### src/rtl/core/led_command_line_decoder_top_defines.svh
// Assertion macros for the LED command line decoder.
// Included by the top level; no other dependencies.
`ifndef LED_COMMAND_LINE_DECODER_TOP_DEFINES_SVH
`define LED_COMMAND_LINE_DECODER_TOP_DEFINES_SVH

`ifndef SYNTHESIS

// Checked property with a reset qualifier.
`define LCLD_ASSERT(lbl, clk, rst, prop, msg) \
   lbl: assert property (@(posedge clk) disable iff (rst) prop) else $error(msg);

// Checked property that also holds while reset is high.
`define LCLD_ASSERT_ALWAYS(lbl, clk, prop, msg) \
   lbl: assert property (@(posedge clk) prop) else $error(msg);

`else

`define LCLD_ASSERT(lbl, clk, rst, prop, msg)
`define LCLD_ASSERT_ALWAYS(lbl, clk, prop, msg)

`endif

`endif

### src/rtl/core/lcld_pkg.sv
// Shared types, character codes and keyword tables of the LED command line decoder.
// No dependencies; used by every module of the block.
package lcld_pkg;

   localparam int NumWords = 6;

   // Bit positions of the keyword candidates in the prefix flags.
   localparam int WordSversion = 0;
   localparam int WordLed      = 1;
   localparam int WordOff      = 2;
   localparam int WordOn       = 3;
   localparam int WordToggle   = 4;
   localparam int WordStatus   = 5;

   localparam logic [7:0] CharNul      = 8'h00;
   localparam logic [7:0] CharNewline  = 8'h0A;
   localparam logic [7:0] CharSpace    = 8'h20;
   localparam logic [7:0] CharDigitLo  = 8'h33;  // '3'
   localparam logic [7:0] CharDigitHi  = 8'h36;  // '6'
   localparam logic [7:0] CharLowerA   = 8'h61;
   localparam logic [7:0] CharLowerZ   = 8'h7A;
   localparam logic [7:0] CaseOffset   = 8'h20;

   localparam logic [3:0] MaxCharPos   = 4'd15;
   localparam logic [3:0] LedDigitPos  = 4'd3;
   localparam logic [3:0] LedTokenLen  = 4'd4;

   // Keyword text, padded with zeros; only the first WordLen characters count.
   localparam logic [7:0] WordText [NumWords][8] = '{
      '{8'h53, 8'h56, 8'h45, 8'h52, 8'h53, 8'h49, 8'h4F, 8'h4E},  // SVERSION
      '{8'h4C, 8'h45, 8'h44, 8'h00, 8'h00, 8'h00, 8'h00, 8'h00},  // LED
      '{8'h4F, 8'h46, 8'h46, 8'h00, 8'h00, 8'h00, 8'h00, 8'h00},  // OFF
      '{8'h4F, 8'h4E, 8'h00, 8'h00, 8'h00, 8'h00, 8'h00, 8'h00},  // ON
      '{8'h54, 8'h4F, 8'h47, 8'h47, 8'h4C, 8'h45, 8'h00, 8'h00},  // TOGGLE
      '{8'h53, 8'h54, 8'h41, 8'h54, 8'h55, 8'h53, 8'h00, 8'h00}   // STATUS
   };
   localparam logic [3:0] WordLen [NumWords] = '{4'd8, 4'd3, 4'd3, 4'd2, 4'd6, 4'd6};

   typedef enum logic [2:0] {
      ACT_ERROR   = 3'd0,
      ACT_VERSION = 3'd1,
      ACT_OFF     = 3'd2,
      ACT_ON      = 3'd3,
      ACT_TOGGLE  = 3'd4,
      ACT_STATUS  = 3'd5
   } action_type;

   typedef enum logic [1:0] {
      KIND_OTHER   = 2'd0,
      KIND_VERSION = 2'd1,
      KIND_LED     = 2'd2
   } kind_type;

   // One accepted input transaction.
   typedef struct packed {
      logic [7:0] in_byte;
      logic       last_byte;
   } item_type;

   // Per-line parse state.
   typedef struct packed {
      logic [1:0]          token_count;
      logic                in_token;
      logic [3:0]          char_position;
      logic [NumWords-1:0] prefix_flags;
      kind_type            first_kind;
      logic [1:0]          led_digit;
      action_type          verb_code;
      logic                error_flag;
   } state_type;

   // One decoded command.
   typedef struct packed {
      action_type action;
      logic [1:0] led_index;
   } result_type;

   localparam state_type StateReset = '{
      token_count:   2'd0,
      in_token:      1'b0,
      char_position: 4'd0,
      prefix_flags:  {NumWords{1'b1}},
      first_kind:    KIND_OTHER,
      led_digit:     2'd0,
      verb_code:     ACT_ERROR,
      error_flag:    1'b0
   };

endpackage

### src/rtl/core/lcld_in_stage.sv
// Input register of the LED command line decoder: holds one request transaction.
// Depends on lcld_pkg.
module lcld_in_stage (
   input  logic              clock,
   input  logic              reset,
   input  logic              req_valid,
   output logic              req_stall,
   input  logic [7:0]        req_in_byte,
   input  logic              req_last_byte,
   input  logic              advance,
   output logic              item_valid,
   output lcld_pkg::item_type item
);

   logic               valid_ff;
   logic               valid_in;
   lcld_pkg::item_type item_ff;
   logic               accept;

   // The held item leaves whenever the core advances, so a new one may enter
   // in the same cycle.
   assign req_stall = valid_ff && !advance;
   assign accept    = req_valid && !req_stall;

   always_comb begin
      valid_in = valid_ff;
      if (accept) begin
         valid_in = 1'b1;
      end else if (advance) begin
         valid_in = 1'b0;
      end
   end

   always_ff @(posedge clock) begin
      if (reset) begin
         valid_ff <= 1'b0;
      end else begin
         valid_ff <= valid_in;
      end
   end

   always_ff @(posedge clock) begin
      if (accept) begin
         item_ff.in_byte   <= req_in_byte;
         item_ff.last_byte <= req_last_byte;
      end
   end

   assign item_valid = valid_ff;
   assign item       = item_ff;

endmodule

### src/rtl/core/lcld_decode.sv
// Single-pass character step of the LED command line decoder: next parse state
// and the decoded command on the final character. Depends on lcld_pkg.
module lcld_decode (
   input  lcld_pkg::state_type  state,
   input  lcld_pkg::item_type   item,
   output lcld_pkg::state_type  next_state,
   output lcld_pkg::result_type result
);

   function automatic logic word_matched(lcld_pkg::state_type s, int w);
      return s.prefix_flags[w] && (s.char_position >= lcld_pkg::WordLen[w]);
   endfunction

   // Closes the current token and records what it meant.
   function automatic lcld_pkg::state_type finish_token(lcld_pkg::state_type s);
      lcld_pkg::state_type r;
      r = s;
      if (s.token_count == 2'd1) begin
         if (word_matched(s, lcld_pkg::WordSversion)) begin
            r.first_kind = lcld_pkg::KIND_VERSION;
         end else if (word_matched(s, lcld_pkg::WordLed) &&
                      s.char_position == lcld_pkg::LedTokenLen && !s.error_flag) begin
            r.first_kind = lcld_pkg::KIND_LED;
         end else begin
            r.first_kind = lcld_pkg::KIND_OTHER;
         end
      end else if (s.token_count == 2'd2) begin
         // Later keywords win, as STATUS overrides everything before it.
         r.verb_code = lcld_pkg::ACT_ERROR;
         if (word_matched(s, lcld_pkg::WordOff))    r.verb_code = lcld_pkg::ACT_OFF;
         if (word_matched(s, lcld_pkg::WordOn))     r.verb_code = lcld_pkg::ACT_ON;
         if (word_matched(s, lcld_pkg::WordToggle)) r.verb_code = lcld_pkg::ACT_TOGGLE;
         if (word_matched(s, lcld_pkg::WordStatus)) r.verb_code = lcld_pkg::ACT_STATUS;
      end
      r.in_token = 1'b0;
      return r;
   endfunction

   always_comb begin
      logic [7:0]          c;
      logic                sep;
      lcld_pkg::state_type s;

      c = item.in_byte;
      if (c >= lcld_pkg::CharLowerA && c <= lcld_pkg::CharLowerZ) begin
         c = c - lcld_pkg::CaseOffset;
      end
      sep = (c == lcld_pkg::CharSpace) || (c == lcld_pkg::CharNewline) ||
            (c == lcld_pkg::CharNul);
      s = state;

      if (sep) begin
         if (s.in_token) begin
            s = finish_token(s);
         end
      end else begin
         if (!s.in_token) begin
            s.in_token = 1'b1;
            if (s.token_count != 2'd3) begin
               s.token_count = s.token_count + 2'd1;
            end
            s.char_position = '0;
            s.prefix_flags  = '1;
         end
         for (int w = 0; w < lcld_pkg::NumWords; w++) begin
            if (s.char_position < lcld_pkg::WordLen[w] &&
                lcld_pkg::WordText[w][s.char_position[2:0]] != c) begin
               s.prefix_flags[w] = 1'b0;
            end
         end
         if (s.token_count == 2'd1 && s.char_position == lcld_pkg::LedDigitPos) begin
            if (c >= lcld_pkg::CharDigitLo && c <= lcld_pkg::CharDigitHi) begin
               s.led_digit  = 2'(c - lcld_pkg::CharDigitLo);
               s.error_flag = 1'b0;
            end else begin
               s.led_digit  = 2'd0;
               s.error_flag = 1'b1;
            end
         end
         if (s.char_position != lcld_pkg::MaxCharPos) begin
            s.char_position = s.char_position + 4'd1;
         end
      end

      result.action    = lcld_pkg::ACT_ERROR;
      result.led_index = 2'd0;
      if (item.last_byte) begin
         if (s.in_token) begin
            s = finish_token(s);
         end
         if (s.first_kind == lcld_pkg::KIND_VERSION && s.token_count == 2'd1) begin
            result.action = lcld_pkg::ACT_VERSION;
         end else if (s.first_kind == lcld_pkg::KIND_LED && s.token_count == 2'd2 &&
                      s.verb_code != lcld_pkg::ACT_ERROR) begin
            result.action    = s.verb_code;
            result.led_index = s.led_digit;
         end
         s = lcld_pkg::StateReset;
      end

      next_state = s;
   end

endmodule

### src/rtl/core/lcld_out_stage.sv
// Result register of the LED command line decoder: holds one response
// transaction until it is taken. Depends on lcld_pkg.
module lcld_out_stage (
   input  logic                 clock,
   input  logic                 reset,
   input  logic                 load,
   input  lcld_pkg::result_type result,
   output logic                 out_ready,
   output logic                 rsp_valid,
   input  logic                 rsp_stall,
   output logic [2:0]           rsp_action,
   output logic [1:0]           rsp_led_index
);

   logic                 valid_ff;
   logic                 valid_in;
   lcld_pkg::result_type result_ff;

   assign out_ready = !valid_ff || !rsp_stall;
   assign valid_in  = load || (valid_ff && rsp_stall);

   always_ff @(posedge clock) begin
      if (reset) begin
         valid_ff <= 1'b0;
      end else begin
         valid_ff <= valid_in;
      end
   end

   always_ff @(posedge clock) begin
      if (load) begin
         result_ff <= result;
      end
   end

   assign rsp_valid     = valid_ff;
   assign rsp_action    = result_ff.action;
   assign rsp_led_index = result_ff.led_index;

endmodule

### src/rtl/core/led_command_line_decoder_top.sv
// Top level of the LED command line decoder: input register, character step,
// parse state register and result register. Depends on lcld_pkg and the defines header.
//
//   Channel  Ports                                  Direction  Moves
//   req      req_valid, req_stall, req_in_byte,     in         one character per transaction
//            req_last_byte
//   rsp      rsp_valid, rsp_stall, rsp_action,      out        one decoded command per line
//            rsp_led_index
//
// Each character transaction is held in the input register; the
// character step is one combinational pass that updates the parse state and,
// on the final character, loads the result register. The sustained rate is one
// character per cycle unless a final character is held by a stalled response.
// A command appears on rsp once the result register has been loaded with it.
// Reset is synchronous and active high; it empties both registers and returns
// the parse state to its start-of-line value.
// A stalled response blocks only a final character that would overwrite it;
// other characters keep flowing while the response waits.
`include "led_command_line_decoder_top_defines.svh"

module led_command_line_decoder_top (
   input  logic       clock,
   input  logic       reset,
   input  logic       req_valid,
   output logic       req_stall,
   input  logic [7:0] req_in_byte,
   input  logic       req_last_byte,
   output logic       rsp_valid,
   input  logic       rsp_stall,
   output logic [2:0] rsp_action,
   output logic [1:0] rsp_led_index
);

   logic                 stage_valid;
   lcld_pkg::item_type   stage_item;
   logic                 advance;
   logic                 out_ready;
   logic                 out_load;
   lcld_pkg::state_type  state_ff;
   lcld_pkg::state_type  state_in;
   lcld_pkg::result_type step_result;

   // The held character may be processed unless it ends a line and the
   // result register still holds a command nobody has taken.
   assign advance  = stage_valid && (!stage_item.last_byte || out_ready);
   assign out_load = advance && stage_item.last_byte;

   lcld_in_stage u_in_stage (
      .clock         (clock),
      .reset         (reset),
      .req_valid     (req_valid),
      .req_stall     (req_stall),
      .req_in_byte   (req_in_byte),
      .req_last_byte (req_last_byte),
      .advance       (advance),
      .item_valid    (stage_valid),
      .item          (stage_item)
   );

   lcld_decode u_decode (
      .state      (state_ff),
      .item       (stage_item),
      .next_state (state_in),
      .result     (step_result)
   );

   // The parse state changes only when a character is actually consumed.
   always_ff @(posedge clock) begin
      if (reset) begin
         state_ff <= lcld_pkg::StateReset;
      end else if (advance) begin
         state_ff <= state_in;
      end
   end

   lcld_out_stage u_out_stage (
      .clock         (clock),
      .reset         (reset),
      .load          (out_load),
      .result        (step_result),
      .out_ready     (out_ready),
      .rsp_valid     (rsp_valid),
      .rsp_stall     (rsp_stall),
      .rsp_action    (rsp_action),
      .rsp_led_index (rsp_led_index)
   );

   // A finished line always leaves the parser at its start-of-line state.
   `LCLD_ASSERT(a_line_end_clears, clock, reset, out_load |=> state_ff == lcld_pkg::StateReset, "parse state not cleared after final character")

   // Only LED actions carry an LED number.
   `LCLD_ASSERT(a_number_only_led, clock, reset, rsp_valid && (rsp_action == lcld_pkg::ACT_ERROR || rsp_action == lcld_pkg::ACT_VERSION) |-> rsp_led_index == 2'd0, "LED number set on a non-LED command")

   // Backpressure is raised only while a character is held.
   `LCLD_ASSERT_ALWAYS(a_stall_needs_item, clock, req_stall |-> stage_valid, "request stalled with empty input register")

   // Being inside a token means at least one token has started.
   `LCLD_ASSERT(a_token_counted, clock, reset, state_ff.in_token |-> state_ff.token_count != 2'd0, "token open with zero token count")

endmodule
### config.mk
export PLATFORM = sky130hd
export DESIGN_NAME = led_command_line_decoder_top
export DESIGN_NICKNAME = d
export VERILOG_FILES = /design/src/rtl/core/lcld_pkg.sv /design/src/rtl/core/lcld_in_stage.sv /design/src/rtl/core/lcld_decode.sv /design/src/rtl/core/lcld_out_stage.sv /design/src/rtl/core/led_command_line_decoder_top.sv
export VERILOG_INCLUDE_DIRS = /design/src /design/src/rtl/core
export SDC_FILE = /design/constraint.sdc
export NUM_CORES = 1
export LEC_CHECK = 0
export BUFFER_PORTS_ARGS = -buffer_cell sky130_fd_sc_hd__buf_2
export CAP_MARGIN = 20
export CORE_MARGIN = 2
export CORE_UTILIZATION = 30
export DETAILED_ROUTE_END_ITERATION = 6
export PLACE_DENSITY = 0.57
export SYNTH_ARGS = -nofsm -noshare
export SYNTH_HDL_FRONTEND = slang
export SYNTH_SLANG_ARGS = --single-unit
### constraint.sdc
create_clock -name clock -period 6.1 [get_ports clock]
set_input_delay 0.61 -clock clock [delete_from_list [all_inputs] [get_ports clock]]
set_output_delay 0.61 -clock clock [all_outputs]
set_load 0.1 [all_outputs]
# == Word-level counts from Yosys, hierarchy flattened ==
# Memories as Yosys holds them, arrays and structs flattened.
# Cells that the tools add are included.
# op_classes
add_sub_neg,4
n_lt_le_gt_ge,17
eq_ne,22
mux,58
n_bitwise,3
reduce_logical,49
# ops
cell,count
8-bit two-way mux,15
8-bit inequality test,6
21-bit two-way mux,2
13-bit two-way mux,3
1-bit logical AND,33
2-bit two-way mux,15
3-bit two-way mux,10
"4-bit by 2-bit greater-or-equal comparator with 1-bit output, second input constant",4
"4-bit greater-or-equal comparator, second input constant",3
1-bit two-way mux,12
"2-bit by 1-bit equality test with 1-bit output, second input constant",5
"2-bit equality test, second input constant",4
"4-bit by 3-bit equality test with 1-bit output, second input constant",2
"8-bit by 4-bit equality test with 1-bit output, second input constant",1
"8-bit by 6-bit equality test with 1-bit output, second input constant",1
"4-bit by 3-bit greater-or-equal comparator with 1-bit output, second input constant",2
"8-bit by 6-bit greater-or-equal comparator with 1-bit output, second input constant",1
"8-bit by 7-bit greater-or-equal comparator with 1-bit output, second input constant",1
"8-bit by 6-bit <= comparator with 1-bit output, second input constant",1
"8-bit by 7-bit <= comparator with 1-bit output, second input constant",1
8-bit zero test,1
"4-bit by 2-bit less-than comparator with 1-bit output, second input constant",2
"8-bit by 6-bit subtractor with 8-bit output, second input constant",1
1-bit zero test,7
other kinds (15),20
# word_totals
reg_bits,37
mem_bits_ro,384
inputBits,13
output_inout_bits,7
elab_cells,174
n_memories,6
# mem_list
memory,words,width,read_ports,rd_ports_with_merged_regs,wr,line,rtl
(no name shown),8,8,1,0,0,lcld_decode.sv:67,lcld_pkg::WordText[w][s.char_position[2:0]] != c) begin
(no name shown),8,8,1,0,0,lcld_decode.sv:67,
(no name shown),8,8,1,0,0,lcld_decode.sv:67,
(no name shown),8,8,1,0,0,lcld_decode.sv:67,
(no name shown),8,8,1,0,0,lcld_decode.sv:67,
(no name shown),8,8,1,0,0,lcld_decode.sv:67,

# == Logic depth before layout (Yosys ltp) ==
# Gate-level depths: netlist of the first run.
# depth
word_depth,30
ltp_mapped,16
depth_no_buf,12

# == Modules after synthesis ==
# A second synthesis of the first run with hierarchy kept.
# unflattened
cells_unflattened,421
area_unflattened_um2,3443.3
# modules_own_cells
mod,instances,cells_each,area_each_um2,seq_area_each_um2
lcld_decode,1,306,2000.7,0.0
led_command_line_decoder_top,1,93,939.7,420.4
lcld_in_stage,1,13,320.3,290.3
lcld_out_stage,1,9,182.7,170.2

# == Worst setup path before layout of the first run ==
# Ideal clock, no wire load.
# synth_path
path_kind,reg2reg
startpoint,register state_ff[18] (netlist bit)
endpoint,"register u_out_stage.result_ff, in the netlist u_out_stage.rsp_led_index[0], data pin"
arrival_ps,3198
required_time_ps,5833
slack_ps,2635
path_stages_with_launch,15
cell_sequence,dfxtp_1 buf_2 buf_2 clkbuf_1 clkbuf_1 nand2_1 ha_1 and3_1 or3_1 a21o_1 o41ai_1 and2_1 o311a_1 o211a_1 nor3_2
# synth_via
elab_chain_cells,23
# synth_lines
element,line,rtl
"start, declared",led_command_line_decoder_top.sv:39,lcld_pkg::state_type state_ff;
"start signal, assigned",led_command_line_decoder_top.sv:70,state_ff <= lcld_pkg::StateReset;
"start signal, assigned",led_command_line_decoder_top.sv:72,state_ff <= state_in;
13-bit two-way mux,lcld_decode.sv:57,if (!s.in_token) begin
13-bit two-way mux,lcld_decode.sv:52,if (sep) begin
3-bit inverter with 4-bit output (not written as such),lcld_decode.sv:67,
memory read 8 x 8 bit,-,
8-bit two-way mux (not written as such) (2 in series),lcld_decode.sv:67,
8-bit inequality test,lcld_decode.sv:67,
1-bit logical AND,lcld_decode.sv:66,if (s.char_position < lcld_pkg::WordLen[w] &&
1-bit two-way mux,lcld_decode.sv:66,
[6 not listed],-,
3-bit two-way mux or 2-bit two-way mux (tied branches),"lcld_decode.sv:27, lcld_decode.sv:18",
3-bit two-way mux or 8-bit two-way mux (tied branches),"lcld_decode.sv:18, lcld_decode.sv:88",
8-bit two-way mux or 21-bit two-way mux (tied branches),"lcld_decode.sv:88, lcld_decode.sv:87",
21-bit two-way mux (*),lcld_decode.sv:87,if (item.last_byte) begin
3-bit nonzero test or 1-bit logical AND (tied branches),"lcld_decode.sv:94, lcld_decode.sv:93",
1-bit logical AND,lcld_decode.sv:93,end else if (s.first_kind == lcld_pkg::KIND_LED && s.token_count == 2'd2 &&
1-bit inverter (no line),-,
3-bit OR reduction (no line),-,
"end signal, assigned",lcld_out_stage.sv:32,result_ff <= result;
"end, declared",lcld_out_stage.sv:17,lcld_pkg::result_type result_ff;
# Every way passes the cells marked *; elsewhere a longest branch is shown, timed or not. The select of a mux whose other input is x is not followed.
# A chain may end at the register's enable or synchronous reset.

# == Worst setup path in the final report of the first run ==
# layout_path
startpoint,"register u_in_stage.item_ff, in the netlist u_in_stage.item[1]"
endpoint,"register u_out_stage.result_ff, in the netlist u_out_stage.rsp_led_index[0], data pin"
# layout_via
elab_chain_cells,21
# layout_lines
element,line,rtl
"start, declared",lcld_in_stage.sv:17,lcld_pkg::item_type item_ff;
8-bit by 7-bit greater-or-equal comparator with 1-bit output or 8-bit by 7-bit <= comparator with 1-bit output (tied branches),lcld_decode.sv:45,if (c >= lcld_pkg::CharLowerA && c <= lcld_pkg::CharLowerZ) begin
1-bit logical AND,lcld_decode.sv:45,
8-bit two-way mux (*),lcld_decode.sv:45,
8-bit by 6-bit equality test with 1-bit output or 8-bit by 4-bit equality test with 1-bit output (tied branches),lcld_decode.sv:48,sep = (c == lcld_pkg::CharSpace) || (c == lcld_pkg::CharNewline) ||
1-bit logical OR (2 in series),lcld_decode.sv:48,
13-bit two-way mux,lcld_decode.sv:52,
4-bit by 2-bit greater-or-equal comparator with 1-bit output,lcld_decode.sv:11,return s.prefix_flags[w] && (s.char_position >= lcld_pkg::WordLen[w]);
1-bit logical AND,lcld_decode.sv:11,
[4 not listed],-,
3-bit two-way mux or 2-bit two-way mux (tied branches),"lcld_decode.sv:27, lcld_decode.sv:18",
3-bit two-way mux or 8-bit two-way mux (tied branches),"lcld_decode.sv:18, lcld_decode.sv:88",
8-bit two-way mux or 21-bit two-way mux (tied branches),"lcld_decode.sv:88, lcld_decode.sv:87",
21-bit two-way mux (*),lcld_decode.sv:87,
3-bit nonzero test or 1-bit logical AND (tied branches),"lcld_decode.sv:94, lcld_decode.sv:93",
1-bit logical AND,lcld_decode.sv:93,
1-bit inverter (no line),-,
3-bit OR reduction (no line),-,
# Marked as above.

==> run summary, run 1 <==
Setup TNS - 0 ns
Starting density of the core - 30.9%
Final core area utilization - 33.5%
Setup bufs post-CTS - 0
Setup crit start kind - flop
Status - completed
DR vias - 2844
Critical setup path kind - reg2reg
Achievable clock frequency - 0.267 GHz
Final Setup Violations - 0
Maximum clock path buffer count - 2
Root Driver - clkbuf_8
Max-slew violations - 0
Initial DRC Count - 222
Top FF cell, synth - dfxtp_1
Worst-Margin Slew - 0.885 ns
Crit-path cells - clkinv_1, ha_1, or4b_4, nor2_2, o41a_1, nor2_1, o32ai_1, o311a_1, o211a_1, nor3_2
Delay-heaviest family, CP - compound AO/OA/AOI/OAI gates
Syn Nets - 391
Required @ worst endpoint - 6.23 ns
Fin nets - 396
Buf/Inv on CP - 1
Crit share post-route - 61.5%
Met2 Usage GRT - 23.1%
GP Congestion - 0.864
Met3 Track Usage GR - 2.76%
Final hold violations - 0
Synth area leader - dfxtp_1
Clk_skew - 0.0181 ns
Drt drc - 0
Die Span X - 104 um
Diodes inserted - 0
TritonRoute pass-1 iters - 6
Clock sinks - 37
First-pass GRT wire length - 13200 um
Most common cell after layout, fill and taps aside - nor2_1
CP Capture Type - flop
Register area share after synthesis - 29.3%
Post-DR vias/cell - 5.65
Cell Area, Synth - 3000 sq um
Distinct cells, synth - 76
Setup repair after global routing missed its margin - false
Synth-to-layout area growth - 8.63%
Row cnt - 36
Clock buffer count from CTS - 5
I/O pins - 20
Vias in the first global route - 2545
Avg Cell Area, Syn - 8.25 sq um
CTS tree - done
CTS Hold Bufs - 0
Initial antenna violation count - 0
Antenna-violating nets left - 0
Worst path slowest cell - nor2_1
Cts repair resizes - 0
Port Buffers - 19
Tot GR Track Use - 15.0%
Top cell type's share of synthesized area - 15.3%
Drt total wl - 8130 um
Hpwl dp - 5880 um
Synthesis Warnings - 0
Number of synthesized flops with an enable pin - 14
Most frequent cells in the layout - nor2_1 (38), nand2_1 (23), dfxtp_1 (23)
Largest net degree at the start of global routing - 28
Max-Slew Margin vs Limit - 40.8%
CP Data Arrival Time - 3.89 ns
Layout cells sized above 1 - 12.2%
Critical Path Max Stage Delay - 0.70 ns
Total gr overflow - 0
HP Class - reg2reg
Core ar. - 9730 sq um
H-tree levels - 2
Wire per inst - 16.2 um
GRT met1 Usage - 21.2%
Die Ht - 104 um
Filler instances - 1049
Skew-Pair Late Insertion Delay - 0.30 ns
Cell count after synthesis - 364
Clock-pin slew on the worst setup and hold paths - 0.08 ns
CP Max Fanout - 11
Peak VDD IR - 0.0999 mV
Post-synth ARST share - 0%
Number of synthesized register bits - 37
Leakage power - 1.15 nW
Pwr Density - 165 nW/um^2
Die area - 10800 sq um
GR peak layer - met2
Largest cells by area after synthesis - dfxtp_1 (15%), edfxtp_1 (14%), ha_1 (5.8%)
Max Cap Viol - 0
Fin crit period - 3.75 ns
==> worst min-delay path, stage by stage, from the launching register on <==
cell and delay [ns]:
dfxtp_1 0.31, nand2_1 0.05, a21oi_1 0.05
==> cell usage after synthesis (all sizes together), types with 6 or more instances <==
cell type   n
nor2       39
dfxtp      23
nand2      23
a21oi      21
o21ai      21
clkbuf     14
edfxtp     14
ha         14
nor3       14
inv        13
nand3      13
and2        9
buf         9
mux2i       8
nor4        8
o211ai      7
xnor2       7
or3         6
xor2        6
==> power breakdown <==
| part | switching, W | internal, W | leakage [nW] | total, W |
|---|---|---|---|---|
| combinational | 0.0000498 | 0.0000298 | 0.785 | 0.0000797 |
| sequential | 0.0000194 | 0.000265 | 0.325 | 0.000285 |
| clock | 0.0000928 | 0.0000818 | 0.0424 | 0.000175 |
| total | 0.000162 | 0.000377 | 1.15 | 0.000539 |
==> stage by stage <==
stage	instance area, sq um	setup slack [ns]	hold WS, ns	std cells	total power, W
after floorplan	3000	2.63	0.436	364	0.000347
after global placement	3180	2.55	0.450	495	0.000368
after detailed placement	3180	2.42	0.450	495	0.000368
after CTS	3260	2.41	0.461	503	0.000539
after global routing	3260	2.09	0.483	503	0.000558
final	3260	2.35	0.455	503	0.000539
==> path summary, 6_finish.rpt <==
kind	from	endpoint	slack, ns	cells past startpoint
hold reg to reg	state_ff[5]$_SDFFE_PP0P_	state_ff[5]$_SDFFE_PP0P_	0.46	2
hold / removal	state_ff[5]$_SDFFE_PP0P_	state_ff[5]$_SDFFE_PP0P_	0.46	2
setup / recovery	u_in_stage.item[1]$_DFFE_PP_	u_out_stage.rsp_led_index[0]$_SDFFCE_PP0P_	2.35	10
setup reg to reg	u_in_stage.item[1]$_DFFE_PP_	u_out_stage.rsp_led_index[0]$_SDFFCE_PP0P_	2.35	10
==> logic make-up after synthesis <==
group / Yosys count / share of synthesized area (%)
AND/OR/NAND/NOR: 141 / 24.9
AO/OA/AOI/OAI: 110 / 26.9
buffers and inverters: 37 / 5.17
flip-flops: 37 / 29.3
adder cells (fa/ha/maj): 15 / 6.17
XOR/XNOR: 13 / 3.79
multiplexers: 11 / 3.79
==> layer usage <==
layer,vias up,share of wire [%]
li1,1372,-
met1,1323,46
met2,132,45
met3,17,7.2
met4,0,2.2
met5,-,0
==> final cells by class <==
cell class,count,area [sq um],area share (%)
Tap cell,133,166,5.10
Multi-Input combinational cell,290,1970,60.3
Inverter,14,52.6,1.61
Clock inverter,1,8.76,0.269
Sequential cell,37,881,27.0
Timing Repair Buffer,21,110,3.38
Clock buffer,7,76.3,2.34
==> flip-flops by register name, summed over array words and instances (netlist names) <==
signal and cells:
state_ff 21, u_in_stage.item 9, u_in_stage.item_valid 1, u_out_stage.rsp_action 3, u_out_stage.rsp_led_index 2, u_out_stage.rsp_valid 1
No activity file was read; power rests on OpenSTA's default activity.
==> inputs of run 2 (changes only) <==
==> constraint.sdc (replaced) <==
create_clock -name clock -period 3.8 [get_ports clock]
set_input_delay 0.38 -clock clock [delete_from_list [all_inputs] [get_ports clock]]
set_output_delay 0.38 -clock clock [all_outputs]
set_load 0.1 [all_outputs]
==> run 2 against run 1 <==
Net effect:
- cell count up 1.4%
- global-route usage up 0.67 points
- total power up 60%
- sequential power up 59%
- clock skew down 0.014 ns
- non-clock buffer count up 7
- combinational power up 73%
- via count up 1.2%
- flip-flop and latch count unchanged
- count of clock-buffer cells in the layout down 1
- fmax up 13%
- largest cell class unchanged
- largest power group unchanged
==> run summary, run 2 (synthesis gave the netlist of run 1 again) <==
Max-slew violations - 0 (unchanged)
Final hold violations - 0 (unchanged)
Worst-Margin Slew - 0.777 ns (-0.108 ns)
Clock buffer count from CTS - 5 (unchanged)
Hpwl dp - 6010 um (+2.2%)
Max-Slew Margin vs Limit - 47.9% (+7.1 points)
Drt drc - 0 (unchanged)
Clk_skew - 0.00364 ns (-0.0144 ns)
Fin nets - 403 (+1.8%)
Sequential power share - 52.4% (-0.4 points)
Clock-pin slew on the worst setup and hold paths - 0.08 ns (about the same)
Achievable clock frequency - 0.302 GHz (+13%)
H-tree levels - 2 (unchanged)
Die Ht - 104 um (unchanged)
TritonRoute pass-1 iters - 5 (-1)
Routed length on met3 - 376 um (-36%)
Leakage power - 1.19 nW (+2.8%)
Required @ worst endpoint - 3.94 ns (-2.29 ns)
Skew-Pair Late Insertion Delay - 0.29 ns (about the same)
DR vias - 2879 (+1.2%)
Clock share of power - 31.7% (-0.7 points)
Initial DRC Count - 279 (+26%)
Placed Cells incl. Taps - 502 (+1.4%)
Top reg by flops - state_ff
Status - completed
Vias in the first global route - 2703 (+6.2%)
Total gr overflow - 0 (unchanged)
Met1 wire length - 3790 um (+1.7%)
Largest register FFs - 21 (unchanged)
Core ar. - 9730 sq um (unchanged)
Finished Cell Area - 3320 sq um (+1.6%)
Starting density of the core - 30.9% (unchanged)
Max Cap Viol - 0 (unchanged)
Switching share of total power - 30.0% (-0.075 points)
Largest net degree at the start of global routing - 26 (-7.1%)
Setup repair after global routing missed its margin - false
Row cnt - 36 (unchanged)
Synth-to-layout area growth - 10.4%
Port Buffers - 19 (unchanged)
First-pass GRT wire length - 13700 um (+4.0%)
Drt total wl - 8210 um (+1.0%)
Crit share post-route - 87.3% (+26 points)
Final WS setup - 0.484 ns (-1.86 ns)
Internal cell power - 0.000604 W (+60%)
Most frequent cells in the layout - nor2_1 (37), nand2_1 (23), dfxtp_1 (23)
Final Setup Violations - 0 (unchanged)
Setup crit start kind - flop
CP Capture Type - flop
Tot GR Track Use - 15.6% (+0.67 points)
Clock sinks - 37 (unchanged)
Finished Layout Cells - 510 (+1.4%)
Uppermost layer routed - met4
Peak VDD IR - 0.182 mV (+82%)
CP Max Fanout - 11 (unchanged)
GP Congestion - 0.906 (+4.9%)
Psw - 0.000259 W (+60%)
DP Worst Slack - 0.292 ns (-2.13 ns)
Post-DR vias/cell - 5.65 (-0.16%)
Combinational power share - 16.0% (+1.2 points)
Area after DPL - 3230 sq um (+1.7%)
Wire per inst - 16.1 um (-0.39%)
Layout cells sized above 1 - 14.1% (+1.9 points)
Most common cell after layout, fill and taps aside - nor2_1
CP Data Arrival Time - 3.46 ns (-0.43 ns)
Critical setup path kind - reg2reg
Fin crit period - 3.32 ns (-0.436 ns)
Hold WS - 0.256 ns (-0.199 ns)
Pwr Density - 260 nW/um^2 (+58%)
Diodes inserted - 0 (unchanged)
CTS tree - done
Initial antenna violation count - 0 (unchanged)
Die area - 10800 sq um (unchanged)
Antenna-violating nets left - 0 (unchanged)
Die Span X - 104 um (unchanged)
HP Class - in2reg
DR WL met2 - 3790 um (+4.2%)
I/O pins - 20 (unchanged)
Root Driver - clkbuf_8
Maximum clock path buffer count - 2 (unchanged)
Setup TNS - 0 ns (unchanged)
==> run 2: cell count changes in the layout (fill, tap and decap cells not counted) <==
cell,delta
nor2_1,-1
buf_4,+7
clkinv_1,+1
clkinv_4,-1
nor2_2,+1
clkbuf_1,-1
clkinvlp_4,+1
==> run 2: timing repair <==
item / CTS / global route
endpoints found under the setup margin: 0 / 2
buffers inserted: 0 / 0
gates resized for setup: 0 / 1
hold buffers: 0 / 0
==> run 2: final cells by class <==
| cell class | instances | area [sq um] |
|---|---|---|
| Fill cell | 1073 | 6410 |
| Multi-Input combinational cell | 290 | 1970 |
| Sequential cell | 37 | 881 |
| Tap cell | 133 | 166 |
| Timing Repair Buffer | 28 | 163 |
| Clock buffer | 6 | 72.6 |
| Inverter | 14 | 52.6 |
| Clock inverter | 2 | 11.3 |
==> run 2: final timing paths <==
check,startpoint,cells after the start,slack (ns),end
max,u_in_stage.item[7]$_DFFE_PP_,9,0.48,u_out_stage.rsp_led_index[0]$_SDFFCE_PP0P_
min,req_in_byte[3],1,0.26,u_in_stage.item[4]$_DFFE_PP_
max reg2reg,u_in_stage.item[7]$_DFFE_PP_,9,0.48,u_out_stage.rsp_led_index[0]$_SDFFCE_PP0P_
min reg2reg,state_ff[5]$_SDFFE_PP0P_,2,0.46,state_ff[5]$_SDFFE_PP0P_
==> run 2: worst max-delay path, cell delays in order (launching register included) <==
cell      delay [ns]
edfxtp_1        0.60
ha_1            0.23
nor3b_1         0.25
nor2_1          0.18
o41a_1          0.48
nor2_2          0.45
o32ai_1         0.25
o311a_1         0.40
o211a_1         0.15
nor3_2          0.18
==> run 2: layer usage <==
| metal | vias up | track usage (%) |
|---|---|---|
| li1 | 1390 | - |
| met5 | - | 0 |
| met1 | 1376 | 21.0 |
| met2 | 92 | 24.5 |
| met4 | 0 | 6.47 |
| met3 | 21 | 3.01 |
==> run 2: power by group through the flow <==
stage | Sequential, W | Clock (W) | Combinational (W)
floorplan | 0.000454 | 0 | 0.000103
global placement | 0.000460 | 0 | 0.000134
detailed placement | 0.000460 | 0 | 0.000136
CTS | 0.000451 | 0.000278 | 0.000137
global route | 0.000455 | 0.000294 | 0.000151
finish | 0.000452 | 0.000273 | 0.000138
==> run 2: per-stage QoR <==
| step | utilization (%) | power, W |
|---|---|---|
| global route | 34.1 | 0.000900 |
| global placement | 33.2 | 0.000594 |
| detailed placement | 33.2 | 0.000596 |
| CTS | 34.1 | 0.000865 |
| floorplan | - | 0.000557 |
| finish | 34.1 | 0.000863 |
==> inputs of run 3 (changes only) <==
--- a/config.mk
+++ b/config.mk
@@ -8,10 +8,12 @@
 export LEC_CHECK = 0
 export BUFFER_PORTS_ARGS = -buffer_cell sky130_fd_sc_hd__buf_2
 export CAP_MARGIN = 20
+export CELL_PAD_IN_SITES_DETAIL_PLACEMENT = 2
+export CELL_PAD_IN_SITES_GLOBAL_PLACEMENT = 2
 export CORE_MARGIN = 2
 export CORE_UTILIZATION = 30
 export DETAILED_ROUTE_END_ITERATION = 6
-export PLACE_DENSITY = 0.57
+export PLACE_DENSITY = 0.79
 export SYNTH_ARGS = -nofsm -noshare
 export SYNTH_HDL_FRONTEND = slang
 export SYNTH_SLANG_ARGS = --single-unit
==> run 3 against run 2 <==
Net effect:
- clock power rose by 4%
- flip-flop and latch count unchanged
- sequential power down 1%
- global-route usage up 4.6 points
- total power increased by 2.7%
- clock skew increased by 0.0064 ns
- cell count rose by 1.2%
- non-clock buffer count increased by 6
- critical path type unchanged
- via count up 2.3%
- die area is the same
==> run summary, run 3 (synthesis gave the netlist of run 1 again) <==
Layout cells sized above 1 - 15.7% (+1.6 points)
Setup TNS - 0 ns (unchanged)
Crit share post-route - 90.6% (+3.3 points)
HP Class - in2reg
Skew-Pair Late Insertion Delay - 0.30 ns (about the same)
Leakage power - 1.22 nW (+3.0%)
Max-slew violations - 0 (unchanged)
Area after DPL - 3270 sq um (+1.4%)
Reg area - 881 sq um (unchanged)
Drt total wl - 10700 um (+31%)
Drt drc - 0 (unchanged)
Crit path capture - u_out_stage.rsp_led_index[0]$_SDFFCE_PP0P_
Antenna-violating nets left - 0 (unchanged)
Maximum clock path buffer count - 2 (unchanged)
Status - completed
Worst reg2reg setup slack - 0.36 ns (-0.13 ns)
Pwr Density - 263 nW/um^2 (+1.2%)
Most frequent cells in the layout - nor2_1 (37), nand2_1 (23), dfxtp_1 (23)
Core ar. - 9730 sq um (unchanged)
Vias in the first global route - 3221 (+19%)
Total gr overflow - 0 (unchanged)
Worst Setup SP - u_in_stage.item[7]$_DFFE_PP_
Initial antenna violation count - 0 (unchanged)
Initial DRC Count - 118 (-58%)
Hpwl dp - 8210 um (+37%)
Tot GR Track Use - 20.2% (+4.6 points)
Max-Slew Margin vs Limit - 36.4% (-11 points)
Worst-Margin Slew - 0.930 ns (+0.153 ns)
Required @ worst endpoint - 3.95 ns (about the same)
Sequential power share - 50.5% (-1.9 points)
I/O pins - 20 (unchanged)
Finished Cell Area - 3360 sq um (+1.4%)
Clk_skew - 0.0100 ns (+0.00636 ns)
Root Driver - clkbuf_8
Psw - 0.000279 W (+7.8%)
RR Endpoint - u_out_stage.rsp_led_index[0]$_SDFFCE_PP0P_
Internal cell power - 0.000607 W (+0.48%)
Die Span X - 104 um (unchanged)
Most common cell after layout, fill and taps aside - nor2_1
First-pass GRT wire length - 17500 um (+27%)
CP Capture Type - flop
Filler instances - 1169 (+8.9%)
Largest register FFs - 21 (unchanged)
Setup bufs post-CTS - 0 (unchanged)
Synth-to-layout area growth - 12.0%
Placed Cells incl. Taps - 508 (+1.2%)
Finished Layout Cells - 516 (+1.2%)
Port Buffers - 19 (unchanged)
Combinational power share - 17.6% (+1.6 points)
Reg-to-reg critical path startpoint - u_in_stage.item[7]$_DFFE_PP_
Die area - 10800 sq um (unchanged)
Final hold violations - 0 (unchanged)
Final core area utilization - 34.6% (+0.49 points)
Fin nets - 409 (+1.5%)
Critical Path Max Stage Delay - 0.61 ns (about the same)
Setup repair after global routing missed its margin - false
Final Setup Violations - 0 (unchanged)
Post-DR vias/cell - 5.71 (+1.1%)
Largest net degree at the start of global routing - 21 (-19%)
CP Data Arrival Time - 3.59 ns (+0.13 ns)
Crit-path cells - ha_1, nor3b_1, nor2_1, o41a_1, nor2_2, o32ai_1, o311a_1, o211a_1, nor3_2
Starting density of the core - 30.9% (unchanged)
DR vias - 2944 (+2.3%)
Min-Delay Path Depth - 1 (unchanged)
Multi-input gate area in the final layout - 1970 sq um (unchanged)
Wire per inst - 20.8 um (+29%)
Max Cap Viol - 0 (unchanged)
TritonRoute pass-1 iters - 4 (-1)
Critical setup path kind - reg2reg
Clock sinks - 37 (unchanged)
CP Max Fanout - 11 (unchanged)
Peak VDD IR - 0.127 mV (-30%)
Setup crit start kind - flop
Row cnt - 36 (unchanged)
Switching share of total power - 31.5% (+1.5 points)
CTS tree - done
H-tree levels - 2 (unchanged)
Fin crit period - 3.44 ns (+0.126 ns)
Diodes inserted - 0 (unchanged)
Clock-pin slew on the worst setup and hold paths - 0.08 ns (about the same)
Top reg by flops - state_ff
GP Congestion - 0.851 (-6.1%)
Worst r2r path cells - 9 (unchanged)
Hold WS - 0.249 ns (-0.00706 ns)
Clock buffer count from CTS - 5 (unchanged)
Worst path slowest cell - edfxtp_1
Achievable clock frequency - 0.291 GHz (-3.6%)
Die Ht - 104 um (unchanged)
Clock share of power - 31.9% (+0.2 points)
-- run 3: metal layers --
layer / GRT usage, % / vias to the layer above / wire length (um)
li1: - / 1398 / -
met1: 25.8 / 1485 / 4980
met2: 35.9 / 49 / 5400
met3: 2.51 / 12 / 235
met4: 5.21 / 0 / 133
met5: 0 / - / 0
-- run 3: what timing repair did --
action,4_1_cts,5_1_grt
setup endpoints to repair,0,3
hold buffers,0,0
resized for setup,0,1
-- run 3: layout make-up --
type                    instances  share of cell area [%]
clock buffers                   5                    2.05
well taps                     133                    4.95
clock inverters                 3                   0.521
multi-input cells             290                    58.6
inverters                      14                    1.56
flip-flops and latches         37                    26.2
repair buffers                 34                    6.18
-- run 3: metrics by stage --
step / total power (W) / worst slack [ns]
final: 0.000886 / 0.358
after global routing: 0.000929 / 0.194
after CTS: 0.000891 / 0.129
after detailed placement: 0.000610 / 0.129
after global placement: 0.000603 / 0.365
after floorplan: 0.000557 / 0.335
-- run 3: how the worst min path moves through the flow --
stage	startpoint	endpoint	slack (ns)
2_1_floorplan	state_ff[5]$_SDFFE_PP0P_	state_ff[5]$_SDFFE_PP0P_	0.44
5_1_grt	req_in_byte[3]	u_in_stage.item[4]$_DFFE_PP_	0.24
3_3_place_gp	state_ff[5]$_SDFFE_PP0P_	state_ff[5]$_SDFFE_PP0P_	0.45
4_1_cts	req_last_byte	u_in_stage.item[0]$_DFFE_PP_	0.25
3_5_place_dp	state_ff[9]$_SDFFE_PP1P_	state_ff[9]$_SDFFE_PP1P_	0.48
6_report	req_in_byte[3]	u_in_stage.item[4]$_DFFE_PP_	0.25
-- run 3: worst max-delay path: cells and delay by family (launching register included) --
kind,cells,cell delay [ns]
adders and majority gates,1,0.22
and+or+nand+nor,4,1.13
AOI/OAI and AO/OA,4,1.31
DFF,1,0.61
-- run 3: power by group through the flow --
stage	clock, W	sequential (W)	combinational, W
3_5_place_dp	0	0.000456	0.000155
3_3_place_gp	0	0.000454	0.000149
6_report	0.000283	0.000447	0.000156
5_1_grt	0.000308	0.000450	0.000171
2_1_floorplan	0	0.000454	0.000103
4_1_cts	0.000288	0.000447	0.000156
